## config.mk

```make
export PLATFORM = sky130hd
export DESIGN_NAME = signed_varint_codec
export DESIGN_NICKNAME = d
export VERILOG_FILES = /design/src/rtl/svc_pkg.sv /design/src/rtl/signed_varint_codec.sv
export SDC_FILE = /design/constraint.sdc
export NUM_CORES = 1
export LEC_CHECK = 0
export ABC_CLOCK_PERIOD_IN_PS = 4300
export BUFFER_PORTS_ARGS = -buffer_cell sky130_fd_sc_hd__buf_2
export CORE_ASPECT_RATIO = 2
export CORE_MARGIN = 2
export CORE_UTILIZATION = 40
export DETAILED_ROUTE_END_ITERATION = 16
export HOLD_SLACK_MARGIN = 0.06
export PLACE_DENSITY = 0.64
export SYNTH_ARGS = -nofsm -noshare
export SYNTH_HDL_FRONTEND = slang
export SYNTH_SLANG_ARGS = --single-unit
export TNS_END_PERCENT = 50
```

## constraint.sdc

```tcl
create_clock -name clk -period 4.3 [get_ports clk]
set_input_delay 0.215 -clock clk [delete_from_list [all_inputs] [get_ports clk]]
set_output_delay 0.215 -clock clk [all_outputs]
set_load 0.01 [all_outputs]
```

## src/rtl/svc_pkg.sv

```systemverilog
// ----------------------------------------------------------------------------
// svc_pkg
// Shared types and constants for the signed varint codec.
// ----------------------------------------------------------------------------
package svc_pkg;

	localparam int VALUE_BITS_DEF = 32;
	// encoder works on a 35-bit image; 6 head bits + 4 groups of 7 fill 34 bits of it
	localparam int ENC_BITS       = 35;
	localparam int GRP_BITS       = 7;
	localparam int HEAD_BITS      = 6;
	localparam int MAX_GROUPS     = 4;

	localparam logic [1:0] HEAD_TAG = 2'b01;
	localparam logic       CONT_TAG = 1'b1;

	typedef enum logic [1:0] {
		KIND_DECODE = 2'd0,
		KIND_ENCODE = 2'd1,
		KIND_FLUSH  = 2'd2,
		KIND_NONE   = 2'd3
	} kind_t;

	typedef enum logic {
		OUT_BYTE  = 1'b0,
		OUT_VALUE = 1'b1
	} out_kind_t;

	typedef enum logic [1:0] {
		ST_IDLE,
		ST_SIZE,
		ST_EMIT
	} state_t;

endpackage

```

## src/rtl/signed_varint_codec.sv

```systemverilog
// Decode and flush items finish in the accept cycle; a result is in the
// output register on the next cycle. Encode of a value needing k continuation
// bytes runs as: load, k shifts of the sizing shifter (7 bits per shift), head
// byte, k continuation bytes, one byte per cycle out while the output is not stalled.
// The block takes one item at a time; output stalls delay the head and continuation bytes.
// Reset clears the accumulator, the pending flag and the output valid flag.
// ----------------------------------------------------------------------------
// signed_varint_codec
// Encoder/decoder for head byte 01sddddd plus continuation bytes 1ddddddd.
// ----------------------------------------------------------------------------
module signed_varint_codec #(
	parameter int VALUE_BITS = svc_pkg::VALUE_BITS_DEF
) (
	input  logic        clk,
	input  logic        arst_n,
	input  logic        s_axis_tvalid,
	output logic        s_axis_tready,
	input  logic [39:0] s_axis_tdata,   // byte_in[7:0], value_in[39:8]
	input  logic [1:0]  s_axis_tuser,   // kind[1:0]
	output logic        m_axis_tvalid,
	input  logic        m_axis_tready,
	output logic [39:0] m_axis_tdata,   // out_byte[7:0], out_value[39:8]
	output logic        m_axis_tuser,   // out_kind
	output logic        m_axis_tlast
);

	import svc_pkg::*;

	state_t                        state_q, state_nxt;
	logic signed [VALUE_BITS-1:0]  acc_q;
	logic                          pending_q;
	logic signed [ENC_BITS-1:0]    t_q;
	logic [MAX_GROUPS*GRP_BITS-1:0] v_q;
	logic [2:0]                    k_q;
	logic [1:0]                    i_q;

	logic                          out_valid_q;
	logic [7:0]                    out_byte_q;
	logic signed [31:0]            out_value_q;
	logic                          out_kind_q;
	logic                          out_last_q;

	kind_t                         kind;
	logic [7:0]                    byte_in;
	logic signed [31:0]            value_in;
	logic signed [VALUE_BITS-1:0]  v_wrap;
	logic signed [ENC_BITS-1:0]    v_enc;
	logic                          accept;
	logic                          slot_free;
	logic                          fits;
	logic [GRP_BITS-1:0]           grp;

	logic                          emit;
	logic [7:0]                    emit_byte;
	logic signed [31:0]            emit_value;
	out_kind_t                     emit_kind;
	logic                          emit_last;

	assign kind     = kind_t'(s_axis_tuser);
	assign byte_in  = s_axis_tdata[7:0];
	assign value_in = s_axis_tdata[39:8];
	assign v_wrap   = VALUE_BITS'(value_in);
	assign v_enc    = ENC_BITS'(v_wrap);

	assign slot_free     = !out_valid_q || m_axis_tready;
	assign s_axis_tready = (state_q == ST_IDLE) && slot_free;
	assign accept        = s_axis_tvalid && s_axis_tready;

	// value fits once everything above the head field is sign
	assign fits = (&t_q[ENC_BITS-1:HEAD_BITS-1]) || !(|t_q[ENC_BITS-1:HEAD_BITS-1]);

	always_comb begin
		case (i_q)
			2'd0:    grp = v_q[GRP_BITS-1:0];
			2'd1:    grp = v_q[2*GRP_BITS-1:GRP_BITS];
			2'd2:    grp = v_q[3*GRP_BITS-1:2*GRP_BITS];
			default: grp = v_q[4*GRP_BITS-1:3*GRP_BITS];
		endcase
	end

	// next state
	always_comb begin
		state_nxt = state_q;
		unique case (state_q)
			ST_IDLE: begin
				if (accept && kind == KIND_ENCODE)
					state_nxt = ST_SIZE;
			end
			ST_SIZE: begin
				if (fits && slot_free)
					state_nxt = (k_q == 3'd0) ? ST_IDLE : ST_EMIT;
			end
			ST_EMIT: begin
				if (slot_free && i_q == 2'd0)
					state_nxt = ST_IDLE;
			end
			default: state_nxt = ST_IDLE;
		endcase
	end

	// result generation
	always_comb begin
		emit       = 1'b0;
		emit_byte  = '0;
		emit_value = '0;
		emit_kind  = OUT_BYTE;
		emit_last  = 1'b0;
		unique case (state_q)
			ST_IDLE: begin
				if (accept && pending_q &&
				    ((kind == KIND_DECODE && !byte_in[7]) || kind == KIND_FLUSH)) begin
					emit       = 1'b1;
					emit_kind  = OUT_VALUE;
					emit_value = 32'(acc_q);
					emit_last  = 1'b1;
				end
			end
			ST_SIZE: begin
				if (fits && slot_free) begin
					emit      = 1'b1;
					emit_byte = {HEAD_TAG, t_q[HEAD_BITS-1:0]};
					emit_last = (k_q == 3'd0);
				end
			end
			ST_EMIT: begin
				if (slot_free) begin
					emit      = 1'b1;
					emit_byte = {CONT_TAG, grp};
					emit_last = (i_q == 2'd0);
				end
			end
			default: emit = 1'b0;
		endcase
	end

	always_ff @(posedge clk or negedge arst_n) begin
		if (!arst_n) begin
			state_q     <= ST_IDLE;
			acc_q       <= '0;
			pending_q   <= 1'b0;
			out_valid_q <= 1'b0;
		end else begin
			state_q <= state_nxt;
			if (emit)
				out_valid_q <= 1'b1;
			else if (m_axis_tready)
				out_valid_q <= 1'b0;
			if (accept) begin
				case (kind)
					KIND_DECODE: begin
						if (!byte_in[7]) begin
							acc_q     <= VALUE_BITS'($signed(byte_in[HEAD_BITS-1:0]));
							pending_q <= 1'b1;
						end else if (pending_q) begin
							acc_q <= {acc_q[VALUE_BITS-GRP_BITS-1:0], byte_in[GRP_BITS-1:0]};
						end
					end
					KIND_FLUSH: begin
						acc_q     <= '0;
						pending_q <= 1'b0;
					end
					default: ;
				endcase
			end
		end
	end

	// sizing shifter and group sequencing
	always_ff @(posedge clk or negedge arst_n) begin
		if (!arst_n) begin
			k_q <= '0;
			i_q <= '0;
		end else begin
			if (accept && kind == KIND_ENCODE) begin
				k_q <= '0;
			end else if (state_q == ST_SIZE) begin
				if (!fits)
					k_q <= k_q + 3'd1;
				else if (slot_free)
					i_q <= 2'(k_q - 3'd1);
			end else if (state_q == ST_EMIT && slot_free) begin
				i_q <= i_q - 2'd1;
			end
		end
	end

	always_ff @(posedge clk) begin
		if (accept && kind == KIND_ENCODE) begin
			t_q <= v_enc;
			v_q <= v_enc[MAX_GROUPS*GRP_BITS-1:0];
		end else if (state_q == ST_SIZE && !fits) begin
			t_q <= t_q >>> GRP_BITS;
		end
		if (emit) begin
			out_byte_q  <= emit_byte;
			out_value_q <= emit_value;
			out_kind_q  <= emit_kind;
			out_last_q  <= emit_last;
		end
	end

	assign m_axis_tvalid = out_valid_q;
	assign m_axis_tdata  = {out_value_q, out_byte_q};
	assign m_axis_tuser  = out_kind_q;
	assign m_axis_tlast  = out_last_q;

`ifndef SYNTH
	a_k_bound: assert property (@(posedge clk) disable iff (!arst_n)
		state_q == ST_SIZE |-> k_q <= 3'd4)
		else $error("group count out of range");

	a_enc_start: assert property (@(posedge clk) disable iff (!arst_n)
		accept && kind == KIND_ENCODE |=> state_q == ST_SIZE)
		else $error("encode item did not start sizing");

	a_value_last: assert property (@(posedge clk) disable iff (!arst_n)
		m_axis_tvalid && m_axis_tuser == OUT_VALUE |-> m_axis_tlast)
		else $error("decoded value not marked last");

	a_byte_tag: assert property (@(posedge clk) disable iff (!arst_n)
		m_axis_tvalid && m_axis_tuser == OUT_BYTE |-> m_axis_tdata[7] || m_axis_tdata[6])
		else $error("encoded byte lacks tag");
`endif

endmodule

```

==> results of run 1 <==
## final timing paths
kind | start | endpoint | slack [ns] | depth (start not counted)
max | state_q[1] | out_value_q[20] | 1.77 | 8
min | s_axis_tdata[37] | t_q[29] | 0.08 | 3
max reg2reg | state_q[1] | out_value_q[20] | 1.77 | 8
min reg2reg | acc_q[27] | acc_q[27] | 0.48 | 2
max in group asynchronous | arst_n | acc_q[16] | 3.23 | 2
min in group asynchronous | arst_n | acc_q[28] | 0.48 | 2
## logic make-up (layout without fill, tap and decap cells)
| kind of cell | count (synthesis) | in the layout | share of synthesized area, % |
|---|---|---|---|
| multiplexers | 1 | 1 | 0.160 |
| flip-flops | 144 | 144 | 65.7 |
| AO/OA/AOI/OAI | 107 | 107 | 11.1 |
| adder cells (fa/ha/maj) | 11 | 11 | 2.20 |
| AND/OR/NAND/NOR | 230 | 230 | 17.3 |
| XOR/XNOR | 1 | 1 | 0.140 |
| buffers and inverters | 45 | 179 | 3.35 |
## cell type report
class | instances | area [µm²] | area share, %
Sequential cell | 144 | 4120 | 52.8
Multi-Input combinational cell | 350 | 1960 | 25.1
Timing Repair Buffer | 135 | 883 | 11.3
Clock buffer | 18 | 429 | 5.50
Tap cell | 198 | 248 | 3.17
Clock inverter | 14 | 123 | 1.57
Inverter | 12 | 45.0 | 0.577
## power groups by stage
stage                     Combinational (mW)  Clock, mW  Sequential (mW)
after global placement                 0.792          0             2.17
after global routing                   0.970       1.45             2.21
final                                  0.856       1.37             2.17
after detailed placement               0.829          0             2.19
after CTS                              0.859       1.39             2.16
after floorplan                        0.594          0             2.10
## state kept, by name (all words and copies together) (netlist names)
register,cells
acc_q,32
i_q,2
k_q,3
m_axis_tlast,1
m_axis_tuser,1
m_axis_tvalid,1
out_byte_q,8
out_value_q,32
pending_q,1
state_q,2
t_q,33
v_q,28
## routing by layer
metal  share of wire [%]  track usage [%]
met1                  34             18.4
met2                  58             36.1
met3                 4.5             3.46
met4                 2.7             8.24
met5                   0                0
## through the flow
stage | power [mW] | cell area (µm²) | hold slack [ns] | setup WS (ns) | instances
finish | 4.40 | 7810 | 0.0785 | 1.77 | 871
global route | 4.63 | 7810 | 0.0907 | 1.52 | 871
CTS | 4.41 | 7810 | 0.0652 | 1.74 | 871
detailed placement | 3.02 | 6880 | 0.409 | 1.76 | 802
global placement | 2.96 | 6880 | 0.403 | 1.85 | 802
floorplan | 2.69 | 6270 | -0.0806 | 0.369 | 539
## synthesized netlist by cell type, types with 9 or more instances
| library cell | n | area (µm²) |
|---|---|---|
| a21oi_1 | 36 | 180 |
| clkbuf_1 | 20 | 75.1 |
| o21ai_0 | 10 | 50.1 |
| buf_2 | 9 | 45.0 |
| o21ai_1 | 13 | 65.1 |
| ha_1 | 11 | 138 |
| nand2_1 | 150 | 563 |
| edfxtp_1 | 103 | 3090 |
| inv_1 | 11 | 41.3 |
| nand4_1 | 11 | 68.8 |
| o31ai_1 | 26 | 195 |
| dfrtp_1 | 41 | 1030 |
| and2_1 | 35 | 219 |
## worst min-delay path, stage by stage
cell and delay (ns):
buf_2 0.07, nand2_1 0.04, nand2_1 0.06
## cell usage in the layout, fill, tap and decap left out, drive strengths merged, types with 3 or more instances in the layout
cell,n
nand2,150
edfxtp,103
buf,98
dfrtp,41
dlygate4sd3,37
a21oi,37
and2,35
o31ai,26
o21ai,24
inv,20
clkbuf,18
nand4,11
ha,11
nor4,8
a222oi,7
nor3,6
nand2b,5
nand3,5
nor2b,4
clkinvlp,3
clkinv,3
==> results.cfg, run 1 <==
[logic_synthesis]
syn_avg_cell_area_um2 = 11.6
syn-num-nets = 596
synth_cells = 539
synth_flop_cell = edfxtp_1
synth_edf_count = 103
ys_seq_area_share_pct = 65.7
yosys_warnings = 0
ys_seq_elements = 144
synth.distinct_cells = 44
synthArstFlopShare_pct = 28.5
synthesis.area_um2 = 6270

[power]
switchingPower_mw = 1.41
p_leak_nw = 3.22
p_clk_share_pct = 31.2
power_frac_comb_pct = 19.5
switching_share_pct = 32.0
p_seq_share_pct = 49.3
power_density_nw_per_um2 = 563
vdd_ir_drop_max_mv = 0.420
power.internal_mw = 2.99

[sta]
hold_viol_final = 0
max_freq_mhz = 395
worst-slew-pin-transition_ns = 0.938
rsz0062_at_grt = false
skew_ns = 0.00907
slew_violations = 0
layout_min_cycle_time_ns = 2.53
relSlewSlack_pct = 37.4
fin_crit_sh_pct = 58.9
tns_ns = 0
setup_viol_count_final = 0

[critical_path]
required_ns = 4.36
critical_path.cell_chain = inv_1 -> ha_1 -> nand2_1 -> nor3_2 -> and4_1 -> a21oi_1 -> a21oi_4 -> buf_4
crit_family = simple AND/OR/NAND/NOR gates
worstPathArrival_ns = 2.59
crit_buf_inv = 2
critPathMaxStageDelay_ns = 0.46
end_kind = flop
worstSetupStartpointType = flop
slowest_stage = buf_4
crit_fanout = 42
critPathKind = reg2reg

[drt]
ant_nets = 0
wl_per_cell_um = 17.1
drt_wl_total_um = 14900
viasPerCell = 5.19
num_vias = 4522
drtPass1Iterations = 6
drc_errors = 0
drt_iter0_drc = 263

[finish]
drive_above_1_share_pct = 20.8
final_util_pct = 51.0
fill_cells = 1345
areaGrowthSynthToFinish_pct = 24.6
diodes = 0
layout.nets = 717

[clock_tree]
postCtsSetupBuffers = 0
cts_tree = yes
htree_levels = 4
clk_latency_ns = 0.42
clock_path_buffers = 2
root_buffer = clkbuf_16
cts_inserted_buffers = 17
cts.sinks = 144
cts_repair_resize_count = 0
hold_buffers = 37
path_clk_slew_ns = 0.06

[floorplanning]
core_area_um2 = 15300
die_w_um = 92.5
num_io_pins = 90
start_util_pct = 41.0
die_h_um = 181
rows = 64
die-area_um2 = 16700

[placed_design]
portBuffers = 89
hpwl_um = 10500
gp_congestion = 0.902

[grt]
grt_pass1_vias = 4758
antenna_found_initial = 0
gr-total-overflow = 0
grt_start_max_net_pins = 43
grt_pass1_wl_um = 24000
track_usage_pct = 18.6

[job]
maxCapViolations = 0

[worst_hold_path]
hold_path.class = in2reg

[status]
status = finished clean
No activity file was read; power rests on OpenSTA's default activity.
==> inputs of run 2 (changes only) <==
- ABC_CLOCK_PERIOD_IN_PS: 4300 -> 2200
- PLACE_DENSITY: 0.64 -> 0.66
- clock period: 4.3 -> 2.2 ns (I/O delays scaled with it)
==> results.cfg, run 2 (same netlist as run 1, synthesis figures left out) <==
[status]
status = finished clean

[power]
power_density_nw_per_um2 = 1130
vdd_ir_drop_max_mv = 0.727
p_leak_nw = 3.38
total_power_mw = 9.19

[drt]
drtPass1Iterations = 7
drt_iter0_drc = 233
drc_errors = 0
viasPerCell = 5.18
wl_per_cell_um = 17.0
drt_wl_total_um = 15000
num_vias = 4576
ant_nets = 0

[floorplanning]
die-area_um2 = 16700
core_area_um2 = 15300
start_util_pct = 41.0
die_h_um = 181
num_io_pins = 90
rows = 64
die_w_um = 92.5

[clock_tree]
root_buffer = clkbuf_16
clock_path_buffers = 2
cts_tree = yes
htree_levels = 4
clk_latency_ns = 0.42
cts_inserted_buffers = 17
path_clk_slew_ns = 0.07
cts.sinks = 144

[worst_hold_path]
hold_path.class = in2reg
hp-start = m_axis_tready

[grt]
met2_usage_pct = 35.9
grt_pass1_wl_um = 23600
gr-total-overflow = 0
met3_usage_pct = 3.67
grt_start_max_net_pins = 57
grt.busiest_layer = met2
track_usage_pct = 18.4
antenna_found_initial = 0
grt_util_met1_pct = 18.1
grt_pass1_vias = 4737

[sta]
slew_violations = 0
hold_viol_final = 0
skew_ns = 0.0105
fin_crit_sh_pct = 98.0
max_freq_mhz = 464
layout_min_cycle_time_ns = 2.16
fin_ws_ns = 0.0439
worst-slew-pin-transition_ns = 0.956
relSlewSlack_pct = 36.2
setup_viol_count_final = 0

[critical_path]
worstSetupStartpointType = flop
r2r-start = t_q[11]
startpoint = t_q[11]
end_kind = flop
crit_fanout = 21
worstPathArrival_ns = 2.28
critPathKind = reg2reg
required_ns = 2.32

[job]
maxCapViolations = 0

[placed_design]
pre_cts_slack_ns = -0.0573
hpwl_um = 10500
place_area_um2 = 7020
portBuffers = 89
gp_congestion = 0.877
dp.cells = 809

[finish]
postLayoutCellArea_um2 = 8160
largest_register_ffs = 33
top_regs = t_q (33), acc_q (32), out_value_q (32)
registers.top_by_ff_count = t_q
mostFrequentLayoutCell = nand2_1
layout_common_cells = nand2_1 (149), edfxtp_1 (103), buf_2 (89), dfrtp_1 (41), dlygate4sd3_1 (41)
final_util_pct = 53.3
fin_cells = 883
diodes = 0
fill_cells = 1287
layout.nets = 729
drive_above_1_share_pct = 23.4
areaGrowthSynthToFinish_pct = 30.2
run 2: final timing paths:
| kind | to | slack, ns | depth (start not counted) |
|---|---|---|---|
| max | out_byte_q[5] | 0.04 | 6 |
| min | m_axis_tvalid | 0.19 | 4 |
| max reg2reg | out_byte_q[5] | 0.04 | 6 |
| min reg2reg | acc_q[28] | 0.48 | 2 |
| max in group asynchronous | acc_q[7] | 1.19 | 2 |
| min in group asynchronous | acc_q[26] | 0.39 | 2 |
run 2: per-layer routing:
layer / vias up / part of all wire (%) / routed length [µm]
li1: 2201 / - / -
met1: 2173 / 34 / 5080
met2: 170 / 59 / 8800
met3: 32 / 4.7 / 704
met4: 0 / 2.9 / 443
met5: - / 0 / 0
run 2: stage by stage:
stage	hold WS, ns	TNS (ns)
2_1_floorplan	-0.186	-15.87
5_1_grt	0.185	-0.286
6_report	0.187	0
4_1_cts	0.158	0
3_3_place_gp	0.294	0
3_5_place_dp	0.300	-2.21
run 2: repair_timing:
action	4_1_cts	5_1_grt
setup buffers	0	0
endpoints found under the hold margin	109	0
hold buffers	41	0
setup endpoints to repair	42	105
pin swaps	0	1
gates resized for setup	2	8
gates cloned	0	1
run 2: critical path, stage by stage (launching register included):
cell       delay (ns)
edfxtp_1         0.44
nor4_2           0.40
and4_4           0.29
a22o_4           0.14
nand3_4          0.09
a21oi_4          0.25
clkbuf_16        0.24
run 2: area by class of cell:
type	count	area, µm²	area share [%]
Multi-Input combinational cell	350	2050	25.1
Clock buffer	17	425	5.22
Tap cell	198	248	3.04
Clock inverter	15	216	2.65
Timing Repair Buffer	147	1050	12.9
Inverter	12	47.5	0.583
Sequential cell	144	4120	50.5
run 2: power by group:
group	internal [mW]	total (mW)	leakage, nW	switching [mW]
registers	3.72	4.24	1.53	0.516
clock network	1.85	3.10	0.316	1.25
logic	0.756	1.85	1.53	1.09
total	6.33	9.19	3.38	2.86
==> inputs of run 3 (changes only) <==
- MAX_ROUTING_LAYER: default -> met4
- SETUP_SLACK_MARGIN: default -> 0.15
==> results.cfg, run 3 (same netlist as run 1, synthesis figures left out) <==
[critical_path]
required_ns = 2.33
slowest_stage = edfxtp_1
end_kind = flop
crit_fanout = 6
worstSetupStartpointType = flop
critPathKind = reg2reg
worstPathArrival_ns = 2.25
critPathMaxStageDelay_ns = 0.47
critical_path.cell_chain = nor4_4 -> and4_4 -> a22o_4 -> nand3_4 -> a21oi_4 -> buf_12 -> clkbuf_16

[placed_design]
hpwl_um = 10500
portBuffers = 89
gp_congestion = 0.892
pre_cts_slack_ns = -0.0573
dp.cells = 809
place_area_um2 = 7020

[grt]
gr-total-overflow = 0
antenna_found_initial = 0
grt_pass1_wl_um = 23600
grt_pass1_vias = 4726
grt_start_max_net_pins = 57
track_usage_pct = 19.0

[clock_tree]
clock_path_buffers = 2
htree_levels = 4
path_clk_slew_ns = 0.07
cts.sinks = 144
root_buffer = clkbuf_16
cts_tree = yes
cts_inserted_buffers = 17
clk_latency_ns = 0.42

[drt]
wl_per_cell_um = 17.3
drt_iter0_drc = 252
drt_wl_total_um = 15400
drtPass1Iterations = 6
num_vias = 4616
ant_nets = 0
drc_errors = 0
viasPerCell = 5.16

[floorplanning]
num_io_pins = 90
die_w_um = 92.5
core_area_um2 = 15300
rows = 64
die-area_um2 = 16700
start_util_pct = 41.0
die_h_um = 181

[sta]
setup_viol_count_final = 0
rsz0062_at_grt = true
worst-slew-pin-transition_ns = 0.956
finalHoldWorstSlack_ns = 0.189
fin_ws_ns = 0.0887
max_freq_mhz = 474
hold_viol_final = 0
relSlewSlack_pct = 36.3
skew_ns = 0.0123
slew_violations = 0
layout_min_cycle_time_ns = 2.11
fin_crit_sh_pct = 96.0

[finish]
seq_area_um2 = 4120
layout.nets = 741
multi_input_area_um2 = 2070
areaGrowthSynthToFinish_pct = 32.7
registers.top_by_ff_count = t_q
diodes = 0
top_regs = t_q (33), acc_q (32), out_value_q (32)
postLayoutCellArea_um2 = 8320
final_util_pct = 54.4
drive_above_1_share_pct = 25.0
fill_cells = 1278
fin_cells = 895
layout_common_cells = nand2_1 (149), edfxtp_1 (103), buf_2 (89), dfrtp_1 (41), dlygate4sd3_1 (41)
largest_register_ffs = 33
mostFrequentLayoutCell = nand2_1

[power]
switchingPower_mw = 2.90
p_leak_nw = 3.45
p_clk_share_pct = 33.5
vdd_ir_drop_max_mv = 0.740
power.internal_mw = 6.37
switching_share_pct = 31.3
p_seq_share_pct = 45.9
power_density_nw_per_um2 = 1120
power_frac_comb_pct = 20.6

[job]
maxCapViolations = 0

[status]
status = finished clean

[worst_hold_path]
hold_path.class = in2reg
-- run 3: per-layer routing --
metal  routed length, µm  up-vias  global-route usage (%)
met4                 327        0                    8.18
met3                 652       24                    3.46
met2                9200      145                    35.9
met5                   0        -                       -
li1                    -     2226                       -
met1                5260     2221                    18.4
-- run 3: final timing paths --
path / start / end / slack, ns / depth (start not counted)
worst max-delay path: t_q[10] / out_byte_q[6] / 0.09 / 7
worst min-delay path: m_axis_tready / m_axis_tvalid / 0.19 / 4
worst max register to register: t_q[10] / out_byte_q[6] / 0.09 / 7
worst min register to register: acc_q[28] / acc_q[28] / 0.48 / 2
max in group asynchronous: arst_n / acc_q[7] / 1.19 / 2
min in group asynchronous: arst_n / acc_q[29] / 0.39 / 2
-- run 3: what timing repair did --
item,CTS,global route
resized for setup,2,14
hold buffers,41,0
hold endpoints to repair,109,0
cloned,0,5
setup endpoints to repair,128,164
buffers inserted,0,8
pin swaps,0,7
-- run 3: cell type report --
class	instances	area share, %
timing repair buffer	159	14.3
clock inverter	15	2.60
multi-input combinational	350	24.9
inverter	12	0.572
clock buffer	17	5.12
tap	198	2.98
sequential	144	49.5
-- run 3: power groups by stage --
stage | Combinational [mW] | Clock [mW] | Sequential (mW)
after floorplan | 1.21 | 0 | 4.09
after global placement | 1.68 | 0 | 4.21
after detailed placement | 1.74 | 0 | 4.24
after CTS | 1.82 | 3.15 | 4.20
after global routing | 2.14 | 3.28 | 4.33
final | 1.91 | 3.10 | 4.26
-- run 3: critical path, delay by kind of cell, from the launching register on --
kind | cells | cell delay (ns)
flops | 1 | 0.47
compound gates | 2 | 0.32
buf+inv | 2 | 0.31
simple gates | 3 | 0.70
-- run 3: metrics by stage --
stage	total power, mW	TNS [ns]
2_1_floorplan	5.30	-15.87
3_3_place_gp	5.88	0
3_5_place_dp	5.98	-2.21
4_1_cts	9.18	0
5_1_grt	9.75	0
6_report	9.28	0
